[src/sv/shdf_pkg.sv]
package shdf_pkg;

   localparam int unsigned APB_ADDR_WIDTH = 4;
   localparam int unsigned APB_DATA_WIDTH = 32;

   localparam logic [7:0]  SYNC_RESET    = 8'hC0;
   localparam logic [7:0]  VERSION_RESET = 8'h00;
   localparam logic [15:0] SEED_RESET    = 16'hFFFF;
   localparam logic [15:0] CRC_POLY      = 16'h1021;

   typedef enum logic [1:0] {
      REG_SYNC    = 2'd0,
      REG_VERSION = 2'd1,
      REG_SEED    = 2'd2
   } reg_index_type;

   typedef enum logic [1:0] {
      KIND_DATA  = 2'd0,
      KIND_GOOD  = 2'd1,
      KIND_BAD   = 2'd2,
      KIND_TRUNC = 2'd3
   } kind_type;

   typedef enum logic [2:0] {
      HP_HUNT    = 3'd0,
      HP_VERSION = 3'd1,
      HP_COUNTER = 3'd2,
      HP_TYPE    = 3'd3,
      HP_LENGTH  = 3'd4,
      HP_CRC_HI  = 3'd5,
      HP_CRC_LO  = 3'd6
   } hpos_type;

   typedef struct packed {
      logic [7:0]  sync_value;
      logic [7:0]  version_value;
      logic [15:0] crc_seed;
   } cfg_type;

   typedef struct packed {
      kind_type   out_kind;
      logic [7:0] out_byte;
      logic [7:0] msg_type;
      logic [7:0] frame_len;
      logic [7:0] seq_gap;
   } result_type;

   function automatic logic [15:0] crc16_byte(input logic [15:0] crc, input logic [7:0] data);
      logic [15:0] c;
      c = crc ^ {data, 8'h00};
      for (int i = 0; i < 8; i++) begin
         c = c[15] ? ({c[14:0], 1'b0} ^ CRC_POLY) : {c[14:0], 1'b0};
      end
      return c;
   endfunction

endpackage

[src/sv/shdf_req_if.sv]
interface shdf_req_if;
   logic       valid;
   logic       ready;
   logic [7:0] rx_byte;
   logic       burst_end;

   modport source (output valid, output rx_byte, output burst_end, input ready);
   modport sink (input valid, input rx_byte, input burst_end, output ready);
endinterface

[src/sv/shdf_rsp_if.sv]
interface shdf_rsp_if;
   logic       valid;
   logic       ready;
   logic [1:0] out_kind;
   logic [7:0] out_byte;
   logic [7:0] msg_type;
   logic [7:0] frame_len;
   logic [7:0] seq_gap;

   modport source (output valid, output out_kind, output out_byte, output msg_type,
                   output frame_len, output seq_gap, input ready);
   modport sink (input valid, input out_kind, input out_byte, input msg_type,
                 input frame_len, input seq_gap, output ready);
endinterface

[src/sv/shdf_csr.sv]
module shdf_csr (
   input  logic                                clock,
   input  logic                                reset,
   input  logic                                psel,
   input  logic                                penable,
   input  logic                                pwrite,
   input  logic [shdf_pkg::APB_ADDR_WIDTH-1:0] paddr,
   input  logic [shdf_pkg::APB_DATA_WIDTH-1:0] pwdata,
   output logic [shdf_pkg::APB_DATA_WIDTH-1:0] prdata,
   output logic                                pready,
   output shdf_pkg::cfg_type                   cfg
);
   import shdf_pkg::*;

   cfg_type    cfg_ff;
   cfg_type    cfg_in;
   logic       write_en;
   logic [1:0] reg_sel;

   assign pready   = 1'b1;
   assign write_en = psel && penable && pwrite;
   assign reg_sel  = paddr[3:2];
   assign cfg      = cfg_ff;

   always_comb begin
      cfg_in = cfg_ff;
      if (write_en) begin
         case (reg_sel)
            REG_SYNC:    cfg_in.sync_value    = pwdata[7:0];
            REG_VERSION: cfg_in.version_value = pwdata[7:0];
            REG_SEED:    cfg_in.crc_seed      = pwdata[15:0];
            default:     cfg_in = cfg_ff;
         endcase
      end
   end

   always_comb begin
      case (reg_sel)
         REG_SYNC:    prdata = {{(APB_DATA_WIDTH-8){1'b0}}, cfg_ff.sync_value};
         REG_VERSION: prdata = {{(APB_DATA_WIDTH-8){1'b0}}, cfg_ff.version_value};
         REG_SEED:    prdata = {{(APB_DATA_WIDTH-16){1'b0}}, cfg_ff.crc_seed};
         default:     prdata = '0;
      endcase
   end

   always_ff @(posedge clock) begin
      if (reset) begin
         cfg_ff.sync_value    <= SYNC_RESET;
         cfg_ff.version_value <= VERSION_RESET;
         cfg_ff.crc_seed      <= SEED_RESET;
      end else begin
         cfg_ff <= cfg_in;
      end
   end

endmodule

[src/sv/shdf_core.sv]
module shdf_core (
   input  logic                 clock,
   input  logic                 reset,
   input  logic                 step_en,
   input  logic [7:0]           rx_byte,
   input  logic                 burst_end,
   input  shdf_pkg::cfg_type    cfg,
   output logic                 res_valid,
   output shdf_pkg::result_type res
);
   import shdf_pkg::*;

   hpos_type    header_pos_ff, header_pos_in;
   logic        in_payload_ff, in_payload_in;
   logic [7:0]  rx_counter_ff, rx_counter_in;
   logic [7:0]  rx_type_ff, rx_type_in;
   logic [7:0]  rx_length_ff, rx_length_in;
   logic [15:0] rx_crc_ff, rx_crc_in;
   logic [7:0]  bytes_left_ff, bytes_left_in;
   logic [15:0] run_crc_ff, run_crc_in;
   logic [7:0]  expected_ff, expected_in;

   logic        finish;
   logic        pass_byte;
   logic        truncate;
   logic [7:0]  finish_byte;
   logic [7:0]  gap;

   assign gap = rx_counter_ff - (expected_ff + 8'd1);

   always_comb begin
      header_pos_in = header_pos_ff;
      in_payload_in = in_payload_ff;
      rx_counter_in = rx_counter_ff;
      rx_type_in    = rx_type_ff;
      rx_length_in  = rx_length_ff;
      rx_crc_in     = rx_crc_ff;
      bytes_left_in = bytes_left_ff;
      run_crc_in    = run_crc_ff;
      expected_in   = expected_ff;
      finish        = 1'b0;
      pass_byte     = 1'b0;
      truncate      = 1'b0;
      finish_byte   = 8'd0;

      if (in_payload_ff) begin
         run_crc_in    = crc16_byte(run_crc_ff, rx_byte);
         bytes_left_in = bytes_left_ff - 8'd1;
         if (bytes_left_in == 8'd0) begin
            finish      = 1'b1;
            finish_byte = rx_byte;
         end else begin
            pass_byte = 1'b1;
         end
      end else begin
         case (header_pos_ff)
            HP_VERSION: begin
               if (rx_byte == cfg.version_value) begin
                  header_pos_in = HP_COUNTER;
               end else if (rx_byte == cfg.sync_value) begin
                  header_pos_in = HP_VERSION;
                  rx_counter_in = 8'd0;
                  rx_type_in    = 8'd0;
                  rx_length_in  = 8'd0;
                  rx_crc_in     = 16'd0;
               end else begin
                  header_pos_in = HP_HUNT;
               end
            end
            HP_COUNTER: begin
               rx_counter_in = rx_byte;
               header_pos_in = HP_TYPE;
            end
            HP_TYPE: begin
               rx_type_in    = rx_byte;
               header_pos_in = HP_LENGTH;
            end
            HP_LENGTH: begin
               rx_length_in  = rx_byte;
               header_pos_in = HP_CRC_HI;
            end
            HP_CRC_HI: begin
               rx_crc_in     = {rx_byte, 8'h00};
               header_pos_in = HP_CRC_LO;
            end
            HP_CRC_LO: begin
               rx_crc_in     = {rx_crc_ff[15:8], rx_byte};
               run_crc_in    = cfg.crc_seed;
               header_pos_in = HP_HUNT;
               if (rx_length_ff == 8'd0) begin
                  finish = 1'b1;
               end else begin
                  in_payload_in = 1'b1;
                  bytes_left_in = rx_length_ff;
               end
            end
            default: begin
               header_pos_in = HP_HUNT;
               if (rx_byte == cfg.sync_value) begin
                  header_pos_in = HP_VERSION;
                  rx_counter_in = 8'd0;
                  rx_type_in    = 8'd0;
                  rx_length_in  = 8'd0;
                  rx_crc_in     = 16'd0;
               end
            end
         endcase
      end

      if (finish) begin
         expected_in   = rx_counter_ff;
         in_payload_in = 1'b0;
         header_pos_in = HP_HUNT;
         bytes_left_in = 8'd0;
      end else if (burst_end && (in_payload_in || header_pos_in != HP_HUNT)) begin
         truncate      = 1'b1;
         in_payload_in = 1'b0;
         header_pos_in = HP_HUNT;
         bytes_left_in = 8'd0;
      end
   end

   always_comb begin
      res_valid     = finish || pass_byte || truncate;
      res.msg_type  = rx_type_in;
      res.frame_len = rx_length_in;
      if (finish) begin
         res.out_kind = (run_crc_in == rx_crc_in) ? KIND_GOOD : KIND_BAD;
         res.out_byte = finish_byte;
         res.seq_gap  = gap;
      end else if (truncate) begin
         res.out_kind = KIND_TRUNC;
         res.out_byte = 8'd0;
         res.seq_gap  = 8'd0;
      end else begin
         res.out_kind = KIND_DATA;
         res.out_byte = rx_byte;
         res.seq_gap  = 8'd0;
      end
   end

   always_ff @(posedge clock) begin
      if (reset) begin
         header_pos_ff <= HP_HUNT;
         in_payload_ff <= 1'b0;
         rx_counter_ff <= 8'd0;
         rx_type_ff    <= 8'd0;
         rx_length_ff  <= 8'd0;
         rx_crc_ff     <= 16'd0;
         bytes_left_ff <= 8'd0;
         run_crc_ff    <= 16'd0;
         expected_ff   <= 8'd0;
      end else if (step_en) begin
         header_pos_ff <= header_pos_in;
         in_payload_ff <= in_payload_in;
         rx_counter_ff <= rx_counter_in;
         rx_type_ff    <= rx_type_in;
         rx_length_ff  <= rx_length_in;
         rx_crc_ff     <= rx_crc_in;
         bytes_left_ff <= bytes_left_in;
         run_crc_ff    <= run_crc_in;
         expected_ff   <= expected_in;
      end
   end

   a_payload_not_in_header: assert property (@(posedge clock) disable iff (reset)
      in_payload_ff |-> header_pos_ff == HP_HUNT)
      else $error("payload phase overlaps header parsing");

   a_payload_has_bytes: assert property (@(posedge clock) disable iff (reset)
      in_payload_ff |-> bytes_left_ff != 8'd0)
      else $error("payload phase with no bytes left");

   a_trunc_resets: assert property (@(posedge clock) disable iff (reset)
      (step_en && res_valid && res.out_kind == KIND_TRUNC)
      |=> (!in_payload_ff && header_pos_ff == HP_HUNT))
      else $error("truncation did not restart the hunt");

endmodule

[src/sv/sync_header_frame_deframer_crc16.sv]
// A request is captured in an input register when it is accepted, and its result, if any,
// is loaded into the output register once that register is empty or being drained.
// One request per cycle is sustained while the result side keeps ready high; the single
// pass through the header step and byte-wide CRC update sets that rate.
// Synchronous active-high reset empties both registers, returns the parser to hunting,
// and loads the register defaults.
module sync_header_frame_deframer_crc16 (
   input  logic                                clock,
   input  logic                                reset,
   shdf_req_if.sink                            req,
   shdf_rsp_if.source                          rsp,
   input  logic                                psel,
   input  logic                                penable,
   input  logic                                pwrite,
   input  logic [shdf_pkg::APB_ADDR_WIDTH-1:0] paddr,
   input  logic [shdf_pkg::APB_DATA_WIDTH-1:0] pwdata,
   output logic [shdf_pkg::APB_DATA_WIDTH-1:0] prdata,
   output logic                                pready
);
   import shdf_pkg::*;

   cfg_type    cfg;
   logic       in_valid_ff, in_valid_in;
   logic [7:0] in_byte_ff;
   logic       in_end_ff;
   logic       rsp_valid_ff, rsp_valid_in;
   result_type rsp_ff;
   result_type core_res;
   logic       core_res_valid;
   logic       advance;
   logic       req_take;

   shdf_csr u_csr (
      .clock   (clock),
      .reset   (reset),
      .psel    (psel),
      .penable (penable),
      .pwrite  (pwrite),
      .paddr   (paddr),
      .pwdata  (pwdata),
      .prdata  (prdata),
      .pready  (pready),
      .cfg     (cfg)
   );

   shdf_core u_core (
      .clock     (clock),
      .reset     (reset),
      .step_en   (advance),
      .rx_byte   (in_byte_ff),
      .burst_end (in_end_ff),
      .cfg       (cfg),
      .res_valid (core_res_valid),
      .res       (core_res)
   );

   assign advance   = in_valid_ff && (!rsp_valid_ff || rsp.ready);
   assign req.ready = !in_valid_ff || advance;
   assign req_take  = req.valid && req.ready;

   always_comb begin
      in_valid_in = in_valid_ff;
      if (req_take) begin
         in_valid_in = 1'b1;
      end else if (advance) begin
         in_valid_in = 1'b0;
      end
   end

   always_comb begin
      rsp_valid_in = rsp_valid_ff;
      if (advance) begin
         rsp_valid_in = core_res_valid;
      end else if (rsp.ready) begin
         rsp_valid_in = 1'b0;
      end
   end

   always_ff @(posedge clock) begin
      if (reset) begin
         in_valid_ff  <= 1'b0;
         rsp_valid_ff <= 1'b0;
      end else begin
         in_valid_ff  <= in_valid_in;
         rsp_valid_ff <= rsp_valid_in;
      end
   end

   always_ff @(posedge clock) begin
      if (req_take) begin
         in_byte_ff <= req.rx_byte;
         in_end_ff  <= req.burst_end;
      end
      if (advance && core_res_valid) begin
         rsp_ff <= core_res;
      end
   end

   assign rsp.valid     = rsp_valid_ff;
   assign rsp.out_kind  = rsp_ff.out_kind;
   assign rsp.out_byte  = rsp_ff.out_byte;
   assign rsp.msg_type  = rsp_ff.msg_type;
   assign rsp.frame_len = rsp_ff.frame_len;
   assign rsp.seq_gap   = rsp_ff.seq_gap;

   a_reset_empties: assert property (@(posedge clock)
      reset |=> (!in_valid_ff && !rsp_valid_ff))
      else $error("reset left a request or result pending");

   a_no_overwrite: assert property (@(posedge clock) disable iff (reset)
      (rsp_valid_ff && !rsp.ready) |=> (rsp_valid_ff && $stable(rsp_ff)))
      else $error("pending result was overwritten");

   a_ready_when_empty: assert property (@(posedge clock) disable iff (reset)
      !in_valid_ff |-> req.ready)
      else $error("input register empty but request not accepted");

endmodule

[src/flat_wrapper.sv]
// flat-port wrapper written by rule: the top's interface ports become plain ports
module sync_header_frame_deframer_crc16_flat import shdf_pkg::*;
  (clock, reset, psel, penable, pwrite, paddr, pwdata, prdata, pready, req_valid, req_rx_byte, req_burst_end, req_ready, rsp_valid, rsp_out_kind, rsp_out_byte, rsp_msg_type, rsp_frame_len, rsp_seq_gap, rsp_ready);
  shdf_req_if req_i ();
  shdf_rsp_if rsp_i ();
  input  logic clock;
  input  logic reset;
  input  logic psel;
  input  logic penable;
  input  logic pwrite;
  input  logic [shdf_pkg::APB_ADDR_WIDTH-1:0] paddr;
  input  logic [shdf_pkg::APB_DATA_WIDTH-1:0] pwdata;
  output logic [shdf_pkg::APB_DATA_WIDTH-1:0] prdata;
  output logic pready;
  input wire logic [$bits(req_i.valid)-1:0] req_valid;
  input wire logic [$bits(req_i.rx_byte)-1:0] req_rx_byte;
  input wire logic [$bits(req_i.burst_end)-1:0] req_burst_end;
  output wire logic [$bits(req_i.ready)-1:0] req_ready;
  output wire logic [$bits(rsp_i.valid)-1:0] rsp_valid;
  output wire logic [$bits(rsp_i.out_kind)-1:0] rsp_out_kind;
  output wire logic [$bits(rsp_i.out_byte)-1:0] rsp_out_byte;
  output wire logic [$bits(rsp_i.msg_type)-1:0] rsp_msg_type;
  output wire logic [$bits(rsp_i.frame_len)-1:0] rsp_frame_len;
  output wire logic [$bits(rsp_i.seq_gap)-1:0] rsp_seq_gap;
  input wire logic [$bits(rsp_i.ready)-1:0] rsp_ready;
  assign req_i.valid = req_valid;
  assign req_i.rx_byte = req_rx_byte;
  assign req_i.burst_end = req_burst_end;
  assign req_ready = req_i.ready;
  assign rsp_valid = rsp_i.valid;
  assign rsp_out_kind = rsp_i.out_kind;
  assign rsp_out_byte = rsp_i.out_byte;
  assign rsp_msg_type = rsp_i.msg_type;
  assign rsp_frame_len = rsp_i.frame_len;
  assign rsp_seq_gap = rsp_i.seq_gap;
  assign rsp_i.ready = rsp_ready;
  sync_header_frame_deframer_crc16 u_core (.clock(clock), .reset(reset), .req(req_i), .rsp(rsp_i), .psel(psel), .penable(penable), .pwrite(pwrite), .paddr(paddr), .pwdata(pwdata), .prdata(prdata), .pready(pready));
endmodule
[config.mk]
export PLATFORM = sky130hd
export DESIGN_NAME = sync_header_frame_deframer_crc16_flat
export DESIGN_NICKNAME = d
export VERILOG_FILES = /design/src/sv/shdf_pkg.sv /design/src/sv/shdf_req_if.sv /design/src/sv/shdf_rsp_if.sv /design/src/sv/shdf_csr.sv /design/src/sv/shdf_core.sv /design/src/sv/sync_header_frame_deframer_crc16.sv /design/src/flat_wrapper.sv
export SDC_FILE = /design/constraint.sdc
export NUM_CORES = 1
export LEC_CHECK = 0
export BUFFER_PORTS_ARGS = -buffer_cell sky130_fd_sc_hd__clkbuf_2
export CAP_MARGIN = 30
export CORE_MARGIN = 3
export CORE_UTILIZATION = 50
export CTS_BUF_LIST = sky130_fd_sc_hd__clkbuf_4
export DETAILED_ROUTE_END_ITERATION = 16
export GPL_ROUTABILITY_DRIVEN = 0
export PLACE_DENSITY = 0.79
export SYNTH_ARGS = -nofsm -noshare
export SYNTH_HDL_FRONTEND = slang
export SYNTH_SLANG_ARGS = --single-unit
[constraint.sdc]
create_clock -name clock -period 4.6 [get_ports clock]
set_clock_uncertainty 0.2 [all_clocks]
set_input_delay 0.69 -clock clock [delete_from_list [all_inputs] [get_ports clock]]
set_output_delay 0.69 -clock clock [all_outputs]
set_load 0.02 [all_outputs]
# Word-level counts from Yosys, hierarchy flattened
# Cells that the tools add are included.
# W data, S select, Z words.
# word_totals
register_bits	153
out_inout_bits	69
input_bits	52
elab_cells	137
# op_classes
eq_ne	13
reduce_logical	30
add_sub_neg	3
bitwise_logic	11
muxes	59
# op_table
operator	n
$mux W8	15
$mux W13	8
$mux W16	5
$pmux W8 S3	3
$pmux W16 S4	1
$pmux W16 S3	1
$not A3 Y3	8
$mux W10	2
$mux W1	18
$pmux W3 S6	1
$eq A16 B16 Y1	1
$eq A8 B8 Y1	2
$logic_not A8 Y1	2
$xor A16 B16 Y16	1
$reduce_or A4 Y1	3
$eq A3 B3 Y1 const B	3
$mux W3	3
$add A8 B1 Y8 const B	1
$reduce_and A2 Y1	4
$sub A8 B1 Y8 const B	1
$sub A8 B8 Y8	1
$eq A3 B2 Y1 const B	2
$logic_and A1 B1 Y1	6
$logic_or A1 B1 Y1	5
15 further kinds	19

# Logic depth before layout (Yosys ltp)
# depth
depth_word	21
ltp_mapped	12
mapped_depth_nobuf	11

# Hierarchy
# A second synthesis with hierarchy kept.
# unflattened
cells_unflattened	994
hier_area_um2	8785.9
# by_module_without_submodules
module	area_each_um2	n_inst	cells_per_inst	seq_area_each_um2
shdf_core	5695.5	1	751	1521.5
shdf_csr	1696.6	1	189	640.6
sync_header_frame_deframer_crc16	1393.8	1	54	1331.3

# Least setup slack after synthesis
# OpenSTA, ideal clock, no wires.
# synth_timing
path_type	register -> register
from	register u_core.in_byte_ff[5]
to	register u_core.rsp_ff, in the netlist u_core.rsp.out_kind[1] (data pin)
setup_ns	0.255
path_buffers	1
t_arrival_ns	2.997
path_stages_with_launch	11
path_slack_ns	1.148
period_less_slack_ns	3.452
t_required_ns	4.145
path_cell_list	edfxtp_1 -> buf_2 -> xnor2_1 -> xnor3_1 -> mux2i_1 -> mux2_2 -> a2111oi_0 -> nor4bb_1 -> nand4_1 -> or4_1 -> and2_1
# synth_lines
item	line_no	rtl
start, declared	sync_header_frame_deframer_crc16.sv:24	logic [7:0] in_byte_ff;
start signal, assigned	sync_header_frame_deframer_crc16.sv:91	in_byte_ff <= req.rx_byte;
end signal, assigned	sync_header_frame_deframer_crc16.sv:95	rsp_ff <= core_res;
end, declared	sync_header_frame_deframer_crc16.sv:27	result_type rsp_ff;

==> results.toml <==
[status]
status = "finished clean"

[critical_path]
r2r_start = "u_core.in_byte_ff[2]"
critPathLaunchType = "flop"
worst-setup-path-type = "flop to flop"
cp_max_fo = 10
rr_endpoint = "u_core.rsp.out_kind[1]"
worst-path-buf-inv = 0
r2r_slack_ns = 0.48
crit_arrival_ns = 4.25
slowest_delay_ns = 0.83
cp.required_ns = 4.73
end_kind = "flop"
path_delay_family = "simple AND/OR/NAND/NOR gates"
cp_cell_sequence = "xor2_1 -> nor4_4 -> a22oi_1 -> a2111oi_2 -> o32ai_1 -> nor4bb_1 -> nand4_1 -> or4_1 -> and2_1"
critPathSlowestCell = "edfxtp_1"
reg2regPathDepth = 9

[drt]
ant_nets = 0
dr.first_iter.drc_count = 879
first_pass_iters = 5
drc = 0
wl_per_cell_um = 18.2
wl_mm = 24.8
via_per_inst = 6.05
num_vias = 8206

[logic_synthesis]
synth.distinct_cells = 83
synth_warnings = 0
syn_inst = 1060
synth-seq-cells = 153
syn_area_um2 = 9040
synth_area_leaders = "dfxtp_1, edfxtp_1, a21oi_1"
yosysMostFrequentCell = "nand2_1"
synth_ff_type = "dfxtp_1"
synth_common_cells = "nand2_1, dfxtp_1, a21oi_1"
synth_enable_flop_cells = 43
yosysSeqAreaShare_pct = 38.6
syn_avg_cell_area_um2 = 8.53
ys_async_sr_fraction_pct = 0
yosysTopAreaCellShare_pct = 24.4
netlist.top_cell.by_area = "dfxtp_1"

[sta]
slew_viol_final = 0
post-route-worst-setup-slack_ns = 0.481
setup_viol = 0
hold_viol = 0
worst_pin_slew_ns = 0.960
setup_tns_ns = 0
maxSlewHeadroom_pct = 35.5
period_share_pct = 89.5
max_freq_ghz = 0.243
post-route-min-period_ns = 4.12
rsz0062_at_grt = "no"

[clock_tree]
clockRootBuffer = "clkbuf_4"
cts-htree-levels = 4
clock_latency_ns = 0.56
cts_tree = "yes"
cts_made_buffers = 17
clk_pin_slew_ns = 0.14
postCtsSetupRepairBufs = 0
cts_hold_buf = 0
clockBufferDepth = 2
cts_resized = 0
cts.sinks = 153

[pwr]
p_comb_share_pct = 10.8
p_seq_share_pct = 57.3
p_switching_w = 0.000702
internal_power_w = 0.00178
power_density_nw_per_um2 = 251
peakVddDrop_uv = 218
switching_share_pct = 28.3
p_leak_nw = 3.99
clockPowerShare_pct = 32.0

[global_routing]
grt_pass1_vias = 7459
grt_usage_pct = 24.8
grt_pass1_wl_mm = 39.6
antenna_found_initial = 1
grt_max_degree = 55
overflow = 0

[placed_design]
io_buffers = 85
dp_slack_ns = 0.641
post_dp_cell_area_um2 = 9630
dp.final_hpwl_mm = 17.5
dp_cells = 1324

[min_path]
hold_class = "input pin to flop"
hold_end = "u_core.in_byte_ff[6]"
holdCritStartpoint = "req_rx_byte[6]"
holdPathStages = 1

[final_layout]
nFillCells = 1559
finalNonFillerCells = 1357
area_growth_pct = 9.38
design_area_um2 = 9890
nets = 1180
drive_gt1_share_pct = 15.6

[floorplan]
die_w_um = 140
dieHeight_um = 140
start_util_pct = 51.7
pin_count = 121
row_count = 48
core_um2 = 17500
dieArea_um2 = 19700

[flow_run]
drv_cap = 0
==> logic make-up (layout without fill, tap and decap cells) <==
family	count (synthesis)	count (layout)	synth area share (%)
simple gates	366	366	19.7
compound gates	301	301	21.8
flops	153	153	38.6
buf+inv	128	184	6.37
xor+xnor	55	55	6.88
mux	45	45	5.04
fa+ha+maj	10	10	1.47
other cells	2	18	0.0831
==> power by group through the flow <==
stage	clock [W]	combinational, W	sequential, W
6_report	0.000793	0.000267	0.00142
5_1_grt	0.000872	0.000282	0.00142
4_1_cts	0.000812	0.000260	0.00142
3_5_place_dp	0	0.000259	0.00145
3_3_place_gp	0	0.000255	0.00145
2_1_floorplan	0	0.000200	0.00143
==> metal layers <==
layer  vias to the layer above  global-route usage, %  wire length (µm)
met1                      3859                   33.7             10400
met5                         -                      0                 0
li1                       3879                      -                 -
met4                         0                   10.0               903
met2                       404                   38.4             11200
met3                        64                   5.70              2180
==> placed cells by master, fill, tap and decap left out, drive strengths merged, types with 8 or more instances in the layout <==
master,Yosys,final
a211o,18,18
a211oi,13,13
a21oi,107,107
a22o,18,18
a22oi,19,19
a32oi,8,8
and2,15,15
buf,47,38
clkbuf,51,103
clkinv,1,8
conb,2,17
dfxtp,110,110
edfxtp,43,43
ha,9,9
inv,29,34
mux2i,41,41
nand2,128,128
nand2b,10,10
nand3,21,21
nand3b,8,8
nor2,98,98
nor2b,32,32
nor3,10,10
o211ai,8,8
o21ai,49,49
xnor2,31,31
xnor3,8,8
xor2,16,16
==> final cells by class <==
type	count	area [µm²]	area share [%]
multi-input combinational	794	5030	50.9
timing repair buffer	122	706	7.14
sequential	153	3490	35.3
antenna	1	2.50	0.0253
tap	225	282	2.85
inverter	30	113	1.14
clock inverter	13	116	1.18
clock buffer	19	143	1.44
==> worst max path at each step <==
stage	from	endpoint	slack, ns	cells past startpoint
floorplan	u_core.in_byte_ff[5]	u_core.rsp.out_kind[1]	1.15	10
CTS	u_core.in_byte_ff[2]	u_core.rsp.out_kind[1]	0.62	9
global placement	u_core.in_byte_ff[5]	u_core.rsp.out_kind[1]	0.69	9
finish	u_core.in_byte_ff[2]	u_core.rsp.out_kind[1]	0.48	9
detailed placement	u_core.in_byte_ff[2]	u_core.rsp.out_kind[1]	0.64	9
global route	u_core.in_byte_ff[2]	u_core.rsp.out_kind[1]	0.32	9
==> flip-flops by register name, indices dropped and copies added, names as in the netlist, 2 cells and up <==
name and flops:
u_core.u_csr.cfg 32, u_core.u_core.run_crc_ff 16, u_core.u_core.rx_crc_ff 16, u_core.in_byte_ff 8
u_core.rsp.frame_len 8, u_core.rsp.msg_type 8, u_core.rsp.out_byte 8, u_core.rsp.seq_gap 8
u_core.u_core.bytes_left_ff 8, u_core.u_core.expected_ff 8, u_core.u_core.rx_counter_ff 8, u_core.u_core.rx_length_ff 8
u_core.u_core.rx_type_ff 8, u_core.u_core.header_pos_ff 3, u_core.rsp.out_kind 2
==> stage by stage <==
| stage | utilization (%) | hold slack [ns] | power, W |
|---|---|---|---|
| 2_1_floorplan | - | 0.232 | 0.00163 |
| 4_1_cts | 56.6 | 0.0572 | 0.00249 |
| 5_1_grt | 56.6 | 0.0483 | 0.00257 |
| 3_3_place_gp | 55.1 | 0.244 | 0.00170 |
| 6_report | 56.6 | 0.0897 | 0.00248 |
| 3_5_place_dp | 55.1 | 0.249 | 0.00171 |
(Power assumes the default switching activity.)
